### src/hw/rtl/ilst_pkg.sv
// ilst_pkg: opcodes, status codes, cell control word and tree sizing for the
// indexed list shift table. No dependencies; imported by every ilst module.
package ilst_pkg;

    typedef enum logic [2:0] {
        OP_APPEND    = 3'd0,
        OP_INSERT    = 3'd1,
        OP_REMOVE    = 3'd2,
        OP_OVERWRITE = 3'd3,
        OP_READ      = 3'd4
    } op_t;

    typedef enum logic [1:0] {
        STS_DONE  = 2'd0,
        STS_FULL  = 2'd1,
        STS_RANGE = 2'd2
    } sts_t;

    typedef enum logic [1:0] {
        CELL_HOLD,
        CELL_INSERT,
        CELL_REMOVE,
        CELL_WRITE
    } cell_op_t;

    typedef struct packed {
        cell_op_t    kind;
        logic        capture;
        logic [31:0] value;
    } cell_ctl_t;

    typedef enum logic {
        ST_IDLE,
        ST_BUSY
    } state_t;

    localparam int TREE_FANIN = 32;

    function automatic int tree_levels(input int n);
        int lv;
        int span;
        lv = 1;
        span = TREE_FANIN;
        while (span < n) begin
            span = span * TREE_FANIN;
            lv = lv + 1;
        end
        return lv;
    endfunction

endpackage

### src/hw/rtl/ilst_cell.sv
// ilst_cell: one list entry. Shifts with its neighbors on insert/remove,
// takes writes at its own index and taps its value for reads. Uses ilst_pkg.
module ilst_cell
    import ilst_pkg::*;
#(
    parameter int CMP_W = 11
) (
    input  logic             aclk,
    input  cell_ctl_t        ctl,
    input  logic [CMP_W-1:0] pos,
    input  logic [CMP_W-1:0] idx,
    input  logic [31:0]      left_value,
    input  logic [31:0]      right_value,
    output logic [31:0]      value,
    output logic [31:0]      tap
);

    logic [31:0] data_reg;
    logic [31:0] tap_reg;
    logic        at_pos;
    logic        above_pos;

    assign at_pos    = (idx == pos);
    assign above_pos = (idx > pos);

    always_ff @(posedge aclk) begin
        case (ctl.kind)
            CELL_INSERT: begin
                if (at_pos) begin
                    data_reg <= ctl.value;
                end else if (above_pos) begin
                    data_reg <= left_value;
                end
            end
            CELL_REMOVE: begin
                if (at_pos || above_pos) begin
                    data_reg <= right_value;
                end
            end
            CELL_WRITE: begin
                if (at_pos) begin
                    data_reg <= ctl.value;
                end
            end
            default: begin
            end
        endcase
        if (ctl.capture) begin
            tap_reg <= at_pos ? data_reg : '0;
        end
    end

    assign value = data_reg;
    assign tap   = tap_reg;

endmodule

### config.mk
export PLATFORM = sky130hd
export DESIGN_NAME = ilst_cell
export DESIGN_NICKNAME = d
export VERILOG_FILES = /design/src/hw/rtl/ilst_pkg.sv /design/src/hw/rtl/ilst_cell.sv
export SDC_FILE = /design/constraint.sdc
export NUM_CORES = 1
export LEC_CHECK = 0
export BUFFER_PORTS_ARGS = -buffer_cell sky130_fd_sc_hd__buf_2
export CAP_MARGIN = 10
export CORE_ASPECT_RATIO = 0.8
export CORE_MARGIN = 2
export CORE_UTILIZATION = 40
export DETAILED_ROUTE_END_ITERATION = 8
export GPL_TIMING_DRIVEN = 0
export PLACE_DENSITY = 0.78
export SYNTH_ARGS = -nofsm -noshare
export SYNTH_HDL_FRONTEND = slang
export SYNTH_SLANG_ARGS = --single-unit
### constraint.sdc
create_clock -name aclk -period 2.1 [get_ports aclk]
set_input_delay 0.315 -clock aclk [delete_from_list [all_inputs] [get_ports aclk]]
set_output_delay 0.315 -clock aclk [all_outputs]
set_load 0.1 [all_outputs]
# == Word level (Yosys, flattened, before mapping) ==
# Index checks and enable logic that the tools add are counted.
# totals
ff_bits,64
in_bits,122
elab_cells,18
# op_classes
order_cmp,1
n_eq_ne,7
mux,5
reduce_logical,3
# ops
operator,n
2-to-1 mux 32 bit,4
one-hot mux 32 bit (3 select lines),1
== test 11 bit,1
> comparator 11 bit,1
"== test 2 bit, second input constant",2
"!= test 2 bit, second input constant",2
AND reduction 4 bit,1
"!= test 3 bit, second input constant",1
nonzero test 3 bit,1
"== test 2 x 1 -> 1 bit, second input constant",1
logical OR 1 bit,1

# == Longest topological paths before layout ==
# Gate-level depths: netlist of the first run.
# logic_depth
ltp_word,4
mapped_depth,8
ltp_nobuf,6

# == Worst setup path before layout of the first run ==
# OpenSTA, ideal clock, no wires.
# synth_timing
path_kind,input to register
start,in pos[10]
end,reg data_reg[0] (netlist: value[0]) (enable)
setup_ns,0.389
t_required_ns,1.711
stages,6
arrival_time_ns,1.833
path_slack_ns,-0.122
cell_sequence,inv_1 ha_1 nand4_2 nor4_1 a21oi_1 nand2_1
# synth_between
elab_chain_len,4
# synth_rtl
item,line,text
from (decl),ilst_cell.sv:10,"input logic [CMP_W-1:0] pos,"
> comparator 11 bit or == test 11 bit (tied branches),"ilst_cell.sv:24, ilst_cell.sv:23",
logical OR 1 bit,ilst_cell.sv:36,if (at_pos || above_pos) begin
!= test 2 bit (no line),--,
AND reduction 4 bit (no line) *,--,
to (signal assigned),ilst_cell.sv:30,data_reg <= ctl.value;
to (signal assigned),ilst_cell.sv:37,data_reg <= right_value;
to (signal assigned),ilst_cell.sv:42,data_reg <= ctl.value;
to (decl),ilst_cell.sv:18,logic [31:0] data_reg;
# Mark *: on every way between the ends. The rest lies on a longest branch, timed or not.
# A chain may end at the register's enable or synchronous reset.

# == Worst setup path after layout of the first run ==
# layout_timing
start,in pos[10]
end,reg data_reg[24] (netlist: value[24]) (data pin)
# layout_between
elab_chain_len,3
# layout_rtl
item,line,text
== test 11 bit,ilst_cell.sv:23,assign at_pos = (idx == pos);
2-to-1 mux 32 bit,ilst_cell.sv:29,if (at_pos) begin
one-hot mux 32 bit (3 select lines),ilst_cell.sv:27,case (ctl.kind)
to (signal assigned),ilst_cell.sv:30,
to (signal assigned),ilst_cell.sv:32,data_reg <= left_value;
to (signal assigned),ilst_cell.sv:37,
# Every way passes these cells.

==> summary.txt, run 1 <==
Finish
  • Area delta synth->final: 35.9%
  • Most frequent cells in the layout: buf_2 (188), mux2i_1 (93), edfxtp_1 (64)
  • Reg area: 1920 µm²
  • Number of nets in the layout: between 500 and 600
  • FILL cells: between 700 and 800
  • Layout cell share with drive strength beyond 1: 0.462
  • Most common cell after layout, fill and taps aside: buf_2
  • Area of the multi-input gates: ~1500 µm²
  • Final Non-Filler Cells: 564
  • Diodes inserted: 0

Floorplanning
  • Starting Density: 0.414
  • Die W: 109 µm
  • Die ar.: roughly 9600 µm²
  • FP Rows: 30
  • Boundary pin count: 186
  • Core ar.: approximately 8500 µm²
  • Die Ht: roughly 88 µm

STA
  • Max Freq: around 0.54 GHz
  • WHS: 0.331 ns
  • Pins Over Slew Limit: 0
  • Slew headroom: 0.484
  • Final clock skew: 0.00688 ns
  • Fin. Hold Viols: 0
  • Period utilization: 0.884
  • Fin Setup TNS: 0 ns
  • Minimum clock period: 1.86 ns
  • Setup violations, final: 0
  • Measured slew at the worst slew-check pin: roughly 0.77 ns
  • RSZ-0062 raised after global routing: no

GRT
  • Met3 global-route usage: 0.0379
  • Total gr overflow: 0
  • Met1 Use GR: 0.214
  • Vias in the first global route: about 2,800
  • First-pass GRT wire length: around 13 mm
  • GR Layer Usage met2: 0.321
  • Largest net degree at the start of global routing: 33
  • All-Layer GR Usage: 0.181
  • Gr busiest metal: met2
  • Initial antenna violation count: 0

Yosys
  • Synth Instances: about 250
  • Share of the synthesized area in the top cell type: 0.545
  • Yosys Warn Count: 0
  • Register area share after synthesis: 0.545
  • Mapped Area: around 3500 µm²
  • Synth Net Count: around 390
  • Syn_area_per_cell: between 10 and 15 µm²
  • Synth Register Bits: 64
  • Post-synth top area cell: edfxtp_1
  • Top post-synthesis cells by area: edfxtp_1 (55%), mux2i_1 (26%), and2_1 (5.9%)
  • Distinct cells, synth: 22

Route
  • Via count: about 2,700
  • Pre-antenna DRT Iters: 4
  • Post-Route WL: roughly 8.7 mm
  • Via/cell ratio: 4.81
  • Residual DRC: 0
  • Routed WL per cell: 15.4 µm
  • Initial drt markers: 86
  • Routed Antenna Nets: 0

Clock network
  • CTS tree: built
  • Max H-tree Level: 3
  • CTS root buffer: clkbuf_8
  • Clock transition at path regs: ~0.070 ns
  • CTS sink count: between 60 and 70
  • Maximum clock insertion buffer count: 2
  • Worst-Skew Late Latency: 0.32 ns
  • CTS Buf Count: 9

Run
  • Max Cap Viol: 0

Power and ir drop
  • Power density over cell area: 807 nW/µm²
  • VDD IR max: a little over 0.4 mV
  • Leakage: between 0.002 and 0.0025 µW

Setup path
  • Required time of the worst setup path: about 2.1 ns
  • Critical Path Sink Type: flop
  • CP max FO: 10
  • Critical path arrival: approximately 1.9 ns
  • Nature of the critical path startpoint: input pin
  • Critical path type: input pin to flop

Worst hold path
  • Worst Hold Class: input pin to flop

Place
  • Routability Congestion: slightly above 0.9
  • DP Cell Count: 549
  • Post-DP HPWL: between 6 and 7 mm
  • Port Buffers: 183

Outcome
  • Outcome: completed
==> report_power, final <==
part	internal (µW)	switching [µW]	total, µW
Sequential	1530	39.9	1570
Clock	659	444	1100
Combinational	244	951	1200
Total	2430	1430	3870
==> cell type report <==
class                      count  share of cell area
timing repair buffer         183               0.191
multi-input combinational    164               0.303
clock inverter                 4              0.0146
tap                          112              0.0293
clock buffer                  11              0.0274
sequential                    64               0.401
inverter                      11             0.00862
buffer                        15              0.0248
==> synth_stat cells <==
library cell,n
nand3_1,1
clkbuf_1,6
nand2_1,4
edfxtp_1,64
nor3_2,1
buf_6,1
mux2i_1,93
ha_1,11
a21oi_1,7
buf_2,5
nand4_2,1
inv_1,11
nand4_4,1
nor2_1,3
o311a_1,1
buf_12,3
and2_1,33
o21ai_0,3
nor3_1,1
nor4_1,2
o21bai_1,1
nand3b_1,1
==> metrics by stage <==
| step | utilization | setup slack [ns] | total power, µW | area (µm²) |
|---|---|---|---|---|
| after global placement | 0.538 | -0.205 | 2780 | 4580 |
| after detailed placement | 0.538 | -0.263 | 2800 | 4580 |
| after CTS | 0.562 | 0.0694 | 3900 | 4780 |
| final | 0.562 | 0.244 | 3870 | 4790 |
| after global routing | 0.562 | 0.124 | 4010 | 4790 |
| after floorplan | - | 0.163 | 2510 | 3530 |
==> path summary, 6_finish.rpt <==
check	from	to	slack (ns)	cells past startpoint
worst max-delay path	pos[10]	value[24]	0.24	9
worst min register to register	value[8]	tap[8]	0.54	1
worst max register to register	value[23]	tap[23]	1.30	1
worst min-delay path	left_value[16]	value[16]	0.33	2
==> routing by layer <==
layer  wire, µm  vias to the layer above
met5          0                        -
met4        199                        0
met3        589                       16
met2       4460                      113
met1       3410                     1259
li1           -                     1327
==> critical path, stage by stage <==
cell	delay [ns]
buf_2	0.07
inv_1	0.03
ha_1	0.32
nand4_2	0.17
nor3_2	0.27
buf_6	0.22
buf_12	0.17
mux2i_1	0.20
mux2i_1	0.11
==> logic make-up (layout without fill, tap and decap cells) <==
kind of cell             count (synthesis)  in the layout  share of synthesized area
AO/OA/AOI/OAI                           12             12                     0.0192
adder cells (fa/ha/maj)                 11             11                     0.0390
buffers and inverters                   26            224                     0.0454
flip-flops                              64             64                      0.545
multiplexers                            93             93                      0.264
AND/OR/NAND/NOR                         48             48                     0.0870
==> what timing repair did <==
| action | CTS | global route |
|---|---|---|
| buffers inserted | 0 | 0 |
| hold buffers | 0 | 0 |
| setup endpoints to repair | 0 | 32 |
| hold endpoints to repair | 0 | 0 |
| resized for setup | 0 | 1 |
No activity file was read; power rests on OpenSTA's default activity.
==> inputs of run 2 (changes only) <==
--- a/config.mk
+++ b/config.mk
@@ -5,14 +5,13 @@
 export SDC_FILE = /design/constraint.sdc
 export NUM_CORES = 1
 export LEC_CHECK = 0
-export BUFFER_PORTS_ARGS = -buffer_cell sky130_fd_sc_hd__buf_2
 export CAP_MARGIN = 10
 export CORE_ASPECT_RATIO = 0.8
 export CORE_MARGIN = 2
 export CORE_UTILIZATION = 40
 export DETAILED_ROUTE_END_ITERATION = 8
+export DONT_BUFFER_PORTS = 1
 export GPL_TIMING_DRIVEN = 0
-export PLACE_DENSITY = 0.78
 export SYNTH_ARGS = -nofsm -noshare
 export SYNTH_HDL_FRONTEND = slang
 export SYNTH_SLANG_ARGS = --single-unit
==> run 2 against run 1 <==
Largest power group unchanged. Flip-flop and latch count stayed put. Worst setup slack better by 0.14 ns. Worst hold slack got worse by 0.24 ns. Non-clock buffer count down 183. First-iteration DRC count is 59% lower. Clock skew rose by 0.0015 ns. Via count decreased by 26%. Maximum frequency up 8.1%. Die area did not move. Clock-buffer cell count is 2 lower. Global-route usage shrank 2.5 points. Clock power fell by 12%.
==> summary.txt, run 2 (synthesis gave the netlist of run 1 again) <==
Finish
  • Most common cell after layout, fill and taps aside: mux2i_1
  • Layout cell share with drive strength beyond 1: 0.0933
  • Fin util: 0.451
  • Diodes inserted: 0
  • Number of nets in the layout: slightly below 400
  • Final instance area: ~3800 µm²
  • Final Non-Filler Cells: between 300 and 400
  • Most frequent cells in the layout: mux2i_1 (93), edfxtp_1 (64), and2_1 (33)
  • Area delta synth->final: 9.12%

Route
  • Residual DRC: 0
  • Metal-1 WL: between 2 and 3 mm
  • Post-Route WL: ~7.5 mm
  • Pre-antenna DRT Iters: 4
  • Routed WL per cell: 19.7 µm
  • Routed Antenna Nets: 0
  • Initial drt markers: 35
  • Via count: about 2,000
  • Met2 WL: ~3.6 mm
  • Top Metal Used: met4
  • DR WL met3: 856 µm
  • Via/cell ratio: roughly 5.3

Clock network
  • CTS Buf Count: 9
  • Worst-Skew Late Latency: about 0.33 ns
  • Maximum clock insertion buffer count: 2
  • CTS sink count: 64
  • CTS root buffer: clkbuf_8
  • CTS tree: built
  • Max H-tree Level: 3
  • Clock transition at path regs: 0.06 ns
  • # Post-CTS Setup Buffers: 0

STA
  • Setup violations, final: 0
  • Measured slew at the worst slew-check pin: a little under 1 ns
  • Slew headroom: 0.351
  • Final clock skew: between 0.008 and 0.009 ns
  • Pins Over Slew Limit: 0
  • Fin. Hold Viols: 0
  • Minimum clock period: approximately 1.7 ns
  • Period utilization: 0.817
  • Max Freq: between 0.5 and 0.6 GHz
  • Fin Setup TNS: 0 ns
  • RSZ-0062 raised after global routing: no
  • Final WS setup: between 0.3 and 0.4 ns

Power and ir drop
  • Power density over cell area: 916 nW/µm²
  • VDD IR max: roughly 0.40 mV
  • Leakage: roughly 0.0015 µW

Place
  • DP Area: 3670 µm²
  • Routability Congestion: roughly 0.82
  • Post-DP HPWL: approximately 5.5 mm
  • Pre-CTS setup slack: -0.161 ns
  • DP Cell Count: approximately 370
  • Port Buffers: 0

Run
  • Max Cap Viol: 0

Floorplanning
  • Boundary pin count: roughly 190
  • Starting Density: 0.414
  • Die W: about 110 µm
  • Core ar.: around 8500 µm²
  • Die Ht: about 90 µm
  • Die ar.: between 9000 and 10,000 µm²
  • FP Rows: 30

Setup path
  • Critical path type: input pin to flop
  • Critical path arrival: around 1.8 ns
  • CP max FO: 10
  • Critical Path Sink Type: flop
  • Nature of the critical path startpoint: input pin
  • Required time of the worst setup path: 2.15 ns

GRT
  • All-Layer GR Usage: 0.156
  • Initial antenna violation count: 0
  • Vias in the first global route: roughly 2,000
  • First-pass GRT wire length: roughly 11 mm
  • Total gr overflow: 0
  • Largest net degree at the start of global routing: 33

Worst hold path
  • Worst Hold Class: input pin to flop

Outcome
  • Outcome: completed
run 2: cell types whose count changed in the layout (fill, tap and decap cells not counted), sizes merged:
| cell | previous run | this run |
|---|---|---|
| buf | 192 | 9 |
| clkbuf | 17 | 15 |
| bufinv | 2 | 1 |
| clkinv | 2 | 3 |
| clkinvlp | 0 | 1 |
run 2: final cells by class:
| type | count | area, µm² |
|---|---|---|
| fillers | 783 | 4670 |
| flip-flops and latches | 64 | 1920 |
| multi-input cells | 164 | 1450 |
| well taps | 112 | 140 |
| clock buffers | 9 | 124 |
| plain buffers | 15 | 119 |
| clock inverters | 5 | 50.0 |
| inverters | 11 | 41.3 |
run 2: report_power, final:
group	total [µW]	internal (µW)	switching [µW]
Clock	968	525	444
Combinational	236	106	131
Sequential	2320	1540	785
run 2: path summary, 6_finish.rpt:
check         endpoint       from  slack, ns  depth (start not counted)
max          value[14]    pos[10]       0.38                          8
min             tap[7]    ctl[32]        0.1                          0
max reg2reg    tap[18]  value[18]       0.73                          1
min reg2reg    tap[27]  value[27]       1.24                          1
run 2: per-stage QoR:
stage,hold slack (ns),total power (µW)
after floorplan,0.427,2510
after global placement,0.430,2590
after detailed placement,0.430,2590
after CTS,0.0759,3570
after global routing,0.0652,3660
final,0.0958,3520
run 2: metal layers:
| metal | up-vias | GRT usage |
|---|---|---|
| li1 | 956 | - |
| met1 | 940 | 0.178 |
| met2 | 112 | 0.256 |
| met3 | 10 | 0.0774 |
| met4 | 0 | 0.0536 |
| met5 | - | 0 |
run 2: what timing repair did:
item,4_1_cts,5_1_grt
setup endpoints to repair,0,32
gates resized for setup,0,1
hold buffers,0,0
run 2: critical path: stages:
cell and delay, ns:
inv_1 0.02, ha_1 0.32, nand4_2 0.18, nor3_2 0.24, buf_6 0.22, buf_12 0.17
mux2i_1 0.20, mux2i_1 0.10
